$ cat src/sv/aihm_pkg.sv
// shared constants, codes and types of the array index home mapper
// no dependencies; used by the interfaces and every module
package aihm_pkg;

  // sizing
  localparam int unsigned MAX_DIMS   = 6;
  localparam int unsigned NUM_SLOTS  = 6;
  localparam int unsigned SLOT_W     = $clog2(NUM_SLOTS);
  localparam int unsigned COORD_BITS = 16;
  localparam int unsigned PROC_BITS  = 16;
  localparam int unsigned DIM_W      = 3;
  localparam int unsigned NB_W       = 3;
  localparam int unsigned FLAT_W     = 31;
  localparam int unsigned DVS_W      = FLAT_W + 1;
  localparam int unsigned PROD_W     = FLAT_W + COORD_BITS;
  localparam int unsigned MODE_W     = 2;
  localparam int unsigned STATUS_W   = 2;
  localparam int unsigned CFG_IDX_W  = 3;
  localparam int unsigned CFG_DATA_W = 16;
  localparam int unsigned DIV_STEPS  = FLAT_W;

  localparam logic [FLAT_W-1:0] FLAT_MAX = '1;

  // mapping modes; the spare code behaves as round robin
  localparam logic [MODE_W-1:0] MODE_BALANCED    = 2'd0;
  localparam logic [MODE_W-1:0] MODE_FAST        = 2'd1;
  localparam logic [MODE_W-1:0] MODE_ROUND_ROBIN = 2'd2;

  // result status codes
  localparam logic [STATUS_W-1:0] ST_OK       = 2'd0;
  localparam logic [STATUS_W-1:0] ST_DIM_ERR  = 2'd1;
  localparam logic [STATUS_W-1:0] ST_OVERFLOW = 2'd2;

  // register indexes
  localparam logic [CFG_IDX_W-1:0] REG_MAP_MODE  = 3'd0;
  localparam logic [CFG_IDX_W-1:0] REG_NUM_PROCS = 3'd1;
  localparam logic [CFG_IDX_W-1:0] REG_EXTENT_A  = 3'd2;
  localparam logic [CFG_IDX_W-1:0] REG_EXTENT_B  = 3'd3;
  localparam logic [CFG_IDX_W-1:0] REG_EXTENT_C  = 3'd4;
  localparam logic [CFG_IDX_W-1:0] REG_EXTENT_D  = 3'd5;
  localparam logic [CFG_IDX_W-1:0] REG_EXTENT_E  = 3'd6;
  localparam logic [CFG_IDX_W-1:0] REG_EXTENT_F  = 3'd7;

  typedef logic [COORD_BITS-1:0] coord_t;
  typedef coord_t [NUM_SLOTS-1:0] coord_vec_t;

  // configuration and the values derived from it
  typedef struct packed {
    logic [MODE_W-1:0]    mode;
    logic [PROC_BITS-1:0] procs;     // zero already replaced by one
    logic [NB_W-1:0]      nb;        // bound count
    coord_vec_t           extents;
    logic [FLAT_W-1:0]    total;
    logic                 total_ovf;
    logic [FLAT_W-1:0]    blk;
    logic [DVS_W-1:0]     blk_inc;
    logic [PROC_BITS-1:0] rem;
    logic [DVS_W-1:0]     first;
    logic                 busy;
  } cfg_t;

  // item in the flattening stages
  typedef struct packed {
    logic [STATUS_W-1:0] status;
    logic [DIM_W-1:0]    dims;
    logic [FLAT_W-1:0]   flat;
    coord_vec_t          coords;
  } flat_item_t;

  // item in the divider stages
  typedef struct packed {
    logic [STATUS_W-1:0]  status;
    logic                 use_rem;
    logic [PROC_BITS-1:0] offset;
    logic [DVS_W-1:0]     divisor;
    logic [FLAT_W-1:0]    dvd;       // dividend shifting out, quotient shifting in
    logic [DVS_W-1:0]     part;      // partial remainder
  } div_item_t;

  typedef struct packed {
    logic [FLAT_W-1:0]   home;
    logic [STATUS_W-1:0] status;
  } result_t;

endpackage

$ cat src/sv/aihm_cfg.sv
// register file plus a sequencer that derives element total, block size and split point
// depends on aihm_pkg
module aihm_cfg (
  input  logic                             clk_i,
  input  logic                             rst_ni,
  input  logic                             cfg_valid_i,
  input  logic [aihm_pkg::CFG_IDX_W-1:0]   cfg_index_i,
  input  logic [aihm_pkg::CFG_DATA_W-1:0]  cfg_data_i,
  output aihm_pkg::cfg_t                   cfg_o
);

  localparam int unsigned CNT_W = $clog2(aihm_pkg::DIV_STEPS);

  localparam logic [1:0] S_IDLE = 2'd0;
  localparam logic [1:0] S_MUL  = 2'd1;
  localparam logic [1:0] S_DIV  = 2'd2;
  localparam logic [1:0] S_FIN  = 2'd3;

  logic [1:0]                         state_q;
  logic [aihm_pkg::MODE_W-1:0]        mode_q;
  logic [aihm_pkg::PROC_BITS-1:0]     procs_q;
  aihm_pkg::coord_vec_t               ext_q;
  logic [aihm_pkg::SLOT_W-1:0]        ext_sel;
  logic [aihm_pkg::NB_W-1:0]          nb;
  logic                               run;
  logic [aihm_pkg::PROC_BITS-1:0]     procs_eff;
  logic [aihm_pkg::NB_W-1:0]          dix_q;
  logic [aihm_pkg::FLAT_W-1:0]        total_q;
  logic                               ovf_q;
  logic [aihm_pkg::PROD_W-1:0]        mul;
  logic [aihm_pkg::FLAT_W-1:0]        quo_q;
  logic [aihm_pkg::PROC_BITS-1:0]     part_q;
  logic [CNT_W-1:0]                   cnt_q;
  logic [aihm_pkg::PROC_BITS:0]       trial;
  logic [aihm_pkg::PROC_BITS:0]       diff;
  logic                               fits;
  logic [aihm_pkg::FLAT_W-1:0]        blk_c;
  logic [aihm_pkg::DVS_W-1:0]         blk_inc_c;
  logic [aihm_pkg::PROC_BITS+aihm_pkg::DVS_W-1:0] first_c;
  logic [aihm_pkg::FLAT_W-1:0]        blk_q;
  logic [aihm_pkg::DVS_W-1:0]         blk_inc_q;
  logic [aihm_pkg::PROC_BITS-1:0]     rem_q;
  logic [aihm_pkg::DVS_W-1:0]         first_q;

  // register writes
  assign ext_sel = aihm_pkg::SLOT_W'(cfg_index_i - aihm_pkg::REG_EXTENT_A);

  always_ff @(posedge clk_i or negedge rst_ni) begin
    if (!rst_ni) begin
      mode_q  <= aihm_pkg::MODE_BALANCED;
      procs_q <= aihm_pkg::PROC_BITS'(1);
      ext_q   <= '0;
    end else if (cfg_valid_i) begin
      unique case (cfg_index_i) inside
        aihm_pkg::REG_MAP_MODE:  mode_q  <= cfg_data_i[aihm_pkg::MODE_W-1:0];
        aihm_pkg::REG_NUM_PROCS: procs_q <= cfg_data_i[aihm_pkg::PROC_BITS-1:0];
        aihm_pkg::REG_EXTENT_A, aihm_pkg::REG_EXTENT_B, aihm_pkg::REG_EXTENT_C,
        aihm_pkg::REG_EXTENT_D, aihm_pkg::REG_EXTENT_E, aihm_pkg::REG_EXTENT_F: begin
          ext_q[ext_sel] <= cfg_data_i[aihm_pkg::COORD_BITS-1:0];
        end
        default: ;
      endcase
    end
  end

  // bound count: leading run of nonzero extents
  always_comb begin
    run = 1'b1;
    nb  = '0;
    for (int k = 0; k < aihm_pkg::MAX_DIMS; k++) begin
      if (run && ext_q[k] != '0) begin
        nb = aihm_pkg::NB_W'(k + 1);
      end else begin
        run = 1'b0;
      end
    end
  end

  assign procs_eff = (procs_q == '0) ? aihm_pkg::PROC_BITS'(1) : procs_q;

  // one extent product per cycle
  assign mul = aihm_pkg::PROD_W'(total_q)
             * aihm_pkg::PROD_W'(ext_q[dix_q[aihm_pkg::SLOT_W-1:0]]);

  // one quotient bit per cycle of total / procs
  assign trial = {part_q, quo_q[aihm_pkg::FLAT_W-1]};
  assign fits  = trial >= (aihm_pkg::PROC_BITS + 1)'(procs_eff);
  assign diff  = trial - (aihm_pkg::PROC_BITS + 1)'(procs_eff);

  // block size, its increment and the split point
  assign blk_c     = (quo_q == '0) ? aihm_pkg::FLAT_W'(1) : quo_q;
  assign blk_inc_c = aihm_pkg::DVS_W'(blk_c) + aihm_pkg::DVS_W'(1);
  assign first_c   = part_q * blk_inc_c;

  // derivation sequencer, restarted by every register write
  always_ff @(posedge clk_i or negedge rst_ni) begin
    if (!rst_ni) begin
      state_q   <= S_IDLE;
      dix_q     <= '0;
      total_q   <= '0;
      ovf_q     <= 1'b0;
      quo_q     <= '0;
      part_q    <= '0;
      cnt_q     <= '0;
      blk_q     <= aihm_pkg::FLAT_W'(1);
      blk_inc_q <= aihm_pkg::DVS_W'(2);
      rem_q     <= '0;
      first_q   <= '0;
    end else if (cfg_valid_i) begin
      state_q <= S_MUL;
      dix_q   <= '0;
      total_q <= aihm_pkg::FLAT_W'(1);
      ovf_q   <= 1'b0;
    end else begin
      unique case (state_q)
        S_IDLE: ;
        S_MUL: begin
          if (dix_q < nb && !ovf_q) begin
            if (mul > aihm_pkg::PROD_W'(aihm_pkg::FLAT_MAX)) begin
              ovf_q <= 1'b1;
            end else begin
              total_q <= mul[aihm_pkg::FLAT_W-1:0];
            end
            dix_q <= dix_q + aihm_pkg::NB_W'(1);
          end else begin
            total_q <= (nb == '0) ? '0 : total_q;
            quo_q   <= (nb == '0) ? '0 : total_q;
            part_q  <= '0;
            cnt_q   <= '0;
            state_q <= S_DIV;
          end
        end
        S_DIV: begin
          part_q <= fits ? diff[aihm_pkg::PROC_BITS-1:0] : trial[aihm_pkg::PROC_BITS-1:0];
          quo_q  <= {quo_q[aihm_pkg::FLAT_W-2:0], fits};
          cnt_q  <= cnt_q + CNT_W'(1);
          if (cnt_q == CNT_W'(aihm_pkg::DIV_STEPS - 1)) begin
            state_q <= S_FIN;
          end
        end
        S_FIN: begin
          blk_q     <= blk_c;
          blk_inc_q <= blk_inc_c;
          rem_q     <= part_q;
          first_q   <= first_c[aihm_pkg::DVS_W-1:0];
          state_q   <= S_IDLE;
        end
        default: state_q <= S_IDLE;
      endcase
    end
  end

  always_comb begin
    cfg_o.mode      = mode_q;
    cfg_o.procs     = procs_eff;
    cfg_o.nb        = nb;
    cfg_o.extents   = ext_q;
    cfg_o.total     = total_q;
    cfg_o.total_ovf = ovf_q;
    cfg_o.blk       = blk_q;
    cfg_o.blk_inc   = blk_inc_q;
    cfg_o.rem       = rem_q;
    cfg_o.first     = first_q;
    cfg_o.busy      = (state_q != S_IDLE);
  end

endmodule

$ cat config.mk
export PLATFORM = sky130hd
export DESIGN_NAME = aihm_cfg
export DESIGN_NICKNAME = d
export VERILOG_FILES = /design/src/sv/aihm_pkg.sv /design/src/sv/aihm_cfg.sv
export SDC_FILE = /design/constraint.sdc
export NUM_CORES = 2
export LEC_CHECK = 0
export ABC_AREA = 1
export BUFFER_PORTS_ARGS = -buffer_cell sky130_fd_sc_hd__buf_2
export CAP_MARGIN = 15
export CORE_MARGIN = 4
export CORE_UTILIZATION = 41
export CTS_CLUSTER_DIAMETER = 30
export CTS_CLUSTER_SIZE = 20
export DETAILED_ROUTE_END_ITERATION = 8
export SLEW_MARGIN = 40
export SYNTH_ARGS = -nofsm -noshare
export SYNTH_HDL_FRONTEND = slang
export SYNTH_SLANG_ARGS = --single-unit
$ cat constraint.sdc
create_clock -name clk_i -period 14.1 [get_ports clk_i]
set_input_delay 2.115 -clock clk_i [delete_from_list [all_inputs] [get_ports clk_i]]
set_output_delay 2.115 -clock clk_i [all_outputs]
set_load 0.01 [all_outputs]
==> impl_metrics.env <==
export IMPL_cts_tree="yes"
export IMPL_startpoint="quo_q[29]$_DFFE_PN0P_"
export IMPL_area_delta_synth_final_pct=12.2
export IMPL_dp_hpwl_um=124000
export IMPL_synth_top_area_share=0.329
export IMPL_holdWs_ns=0.467
export IMPL_required_ns=14.61
export IMPL_finalClockSkew_ns=0.0561
export IMPL_start_util=0.415
export IMPL_drc=0
export IMPL_cp_start_kind="register"
export IMPL_crit_family="adder cells"
export IMPL_grt_pass1_vias=39087
export IMPL_cp_common_cell="inv_1"
export IMPL_io_buffers=282
export IMPL_synth_area_leaders="fa_1 (33%), dfrtp_1 (18%), nand2_1 (13%), inv_1 (9.2%), ha_1 (6.1%)"
export IMPL_clockRootBuffer="clkbuf_16"
export IMPL_min_path_cells=2
export IMPL_ant_nets=0
export IMPL_numCtsBuffers=74
export IMPL_clock_latency_ns=0.65
export IMPL_die_w_um=332
export IMPL_clock_sinks=314
export IMPL_grt_overflow_total=0
export IMPL_period_minus_slack_ns=9.59
export IMPL_fmax_ghz=0.104
export IMPL_finalHoldViolations=0
export IMPL_syn_inst=5607
export IMPL_dieHeight_um=332
export IMPL_period_share=0.680
export IMPL_clk_pin_slew_ns=0.04
export IMPL_arrival_ns=10.10
export IMPL_slowest_stage="fa_1"
export IMPL_final_nets=6713
export IMPL_wire_per_inst_um=21.3
export IMPL_max_slew_margin_rel=0.404
export IMPL_synth_edf_count=0
export IMPL_maxCapViolCount=0
export IMPL_synth_distinct_cells=51
export IMPL_critPathMaxFanout=15
export IMPL_yosys_warnings=0
export IMPL_grt_pass1_wl_um=238000
export IMPL_synth_largest_area_cell="fa_1"
export IMPL_status="complete, no violations"
export IMPL_rows=118
export IMPL_design_area_mm2=0.0484
export IMPL_grtUsageTotal=0.279
export IMPL_hold_class="register to register"
export IMPL_async_flop_share=1.00
export IMPL_maxSlewViolCount=0
export IMPL_critical_path_class="register to register"
export IMPL_coreArea_mm2=0.104
export IMPL_reg2reg_slack_ns=4.51
export IMPL_r2r_start="quo_q[29]$_DFFE_PN0P_"
export IMPL_syn_nets=6548
export IMPL_setup_viol=0
export IMPL_grt_max_degree=109
export IMPL_hold_start="first_q[27]$_DFFE_PN0P_"
export IMPL_syn_mean_instance_area_um2=7.69
export IMPL_antenna_found_initial=2
export IMPL_r2r_end="first_q[30]$_DFFE_PN0P_"
export IMPL_wirelength_um=154000
export IMPL_rsz0062_at_grt="false"
export IMPL_tns_ns=0
export IMPL_synth_flop_cell="dfrtp_1"
export IMPL_tightest_slew_ns=0.894
export IMPL_dr_pass1_iters=6
export IMPL_cp_end_kind="register"
export IMPL_cts_resized=0
export IMPL_hold_buffers=0
export IMPL_drt_iter0_markers=3222
export IMPL_cts_buffer_depth=3
export IMPL_worstRegToRegCells=37
export IMPL_htree_levels=3
export IMPL_layout_drive_gt1_share=0.0907
export IMPL_cpPeakStageDelay_ns=0.58
export IMPL_insertedDiodeCount=0
export IMPL_ys_seq_area_frac=0.182
export IMPL_pin_count=283
export IMPL_critPathBufInv=9
export IMPL_syn_area_mm2=0.0431
export IMPL_dpl_instance_area_mm2=0.0457
export IMPL_ys_seq_elements=314
export IMPL_vias_per_cell=5.29
export IMPL_cts_setup_buffers=0
export IMPL_vias=38138
export IMPL_gp_congestion=0.992
export IMPL_holdPathEnd="first_q[27]$_DFFE_PN0P_"
export IMPL_final_util=0.466
export IMPL_dieArea_mm2=0.110
## layout make-up
| type | count | area, um^2 |
|---|---|---|
| clock buffer | 93 | 2010 |
| clock inverter | 45 | 658 |
| fill | 10456 | 55500 |
| inverter | 1089 | 4100 |
| multi-input combinational | 3956 | 30200 |
| sequential | 314 | 7860 |
| tap | 1380 | 1730 |
| timing repair buffer | 337 | 1850 |
## state kept, by name, summed over array words and instances, names as in the netlist
register,cells
blk_q,31
cfg_o,96
rem_q,16
state_q,2
mode_q,2
ovf_q,1
quo_q,31
part_q,16
cnt_q,5
procs_q,16
blk_inc_q,32
total_q,31
dix_q,3
first_q,32
## cells in the mapped netlist (all sizes together), types with 2 or more instances
cell type / n
buf: 35
o21ai: 418
fa: 709
a21oi: 125
a21boi: 4
nor4: 30
and2: 2
dfstp: 3
nand2: 1496
ha: 210
inv: 1068
clkinv: 21
xnor2: 22
xor2: 53
nand3b: 5
a211oi: 5
a21o: 6
or2: 9
nand4: 41
clkbuf: 213
o21a: 7
a31oi: 10
nor3: 18
o21bai: 13
nor2: 570
nand3: 169
dfrtp: 311
o211ai: 27
## metrics by stage
stage                     std cells  worst slack, ns
final                          7214             4.51
after global routing           7214             4.01
after CTS                      7214             4.68
after detailed placement       7076             4.74
after global placement         7076             4.60
after floorplan                5607             6.27
## kinds of logic after synthesis
kind of cell / synth area share
adders and majority gates: 0.390
buffers and inverters: 0.119
DFF: 0.182
and+or+nand+nor: 0.217
xor gates and xnor gates: 0.0152
AOI/OAI and AO/OA: 0.0769
## cells in the final DEF, fill, tap and decap left out, drive strengths merged, types with 4 or more instances in the layout
cell type,netlist,routed
o21a,7,7
fa,709,709
nor4,30,30
nand3b,5,5
clkinv,21,38
o21ai,418,418
o21bai,13,13
clkbuf,213,93
bufinv,0,10
dfrtp,311,311
nor2,570,570
a21oi,125,125
o211ai,27,27
xor2,53,53
clkinvlp,0,12
nor3,18,18
a211oi,5,5
xnor2,22,22
inv,1068,1074
a21boi,4,4
nand4,41,41
buf,35,337
a21o,6,6
ha,210,210
nand2,1496,1496
a31oi,10,10
nand3,169,169
or2,9,9
## tightest hold or removal path, stage by stage, from the launching register on
cell and delay, ns:
dfrtp_1 0.33, nand2_1 0.05, nand2_1 0.05
## layer usage
metal	wire length (um)	vias up	global-route usage
met2	71600	1612	0.453
met5	0	-	0
met4	6660	0	0.113
li1	-	17180	-
met3	11400	306	0.0403
met1	64100	19040	0.379
## how the worst max path moves through the flow
stage / to / slack [ns] / depth (start not counted)
finish: first_q[30]$_DFFE_PN0P_ / 4.51 / 37
global route: first_q[28]$_DFFE_PN0P_ / 4.01 / 38
CTS: first_q[30]$_DFFE_PN0P_ / 4.68 / 37
detailed placement: first_q[30]$_DFFE_PN0P_ / 4.74 / 37
global placement: total_q[23]$_DFFE_PN0P_ / 4.60 / 35
floorplan: first_q[30]$_DFFE_PN0P_ / 6.27 / 39
Power is not shown: default switching activity piles up to over one toggle a cycle in this logic, so the estimate is an artifact.
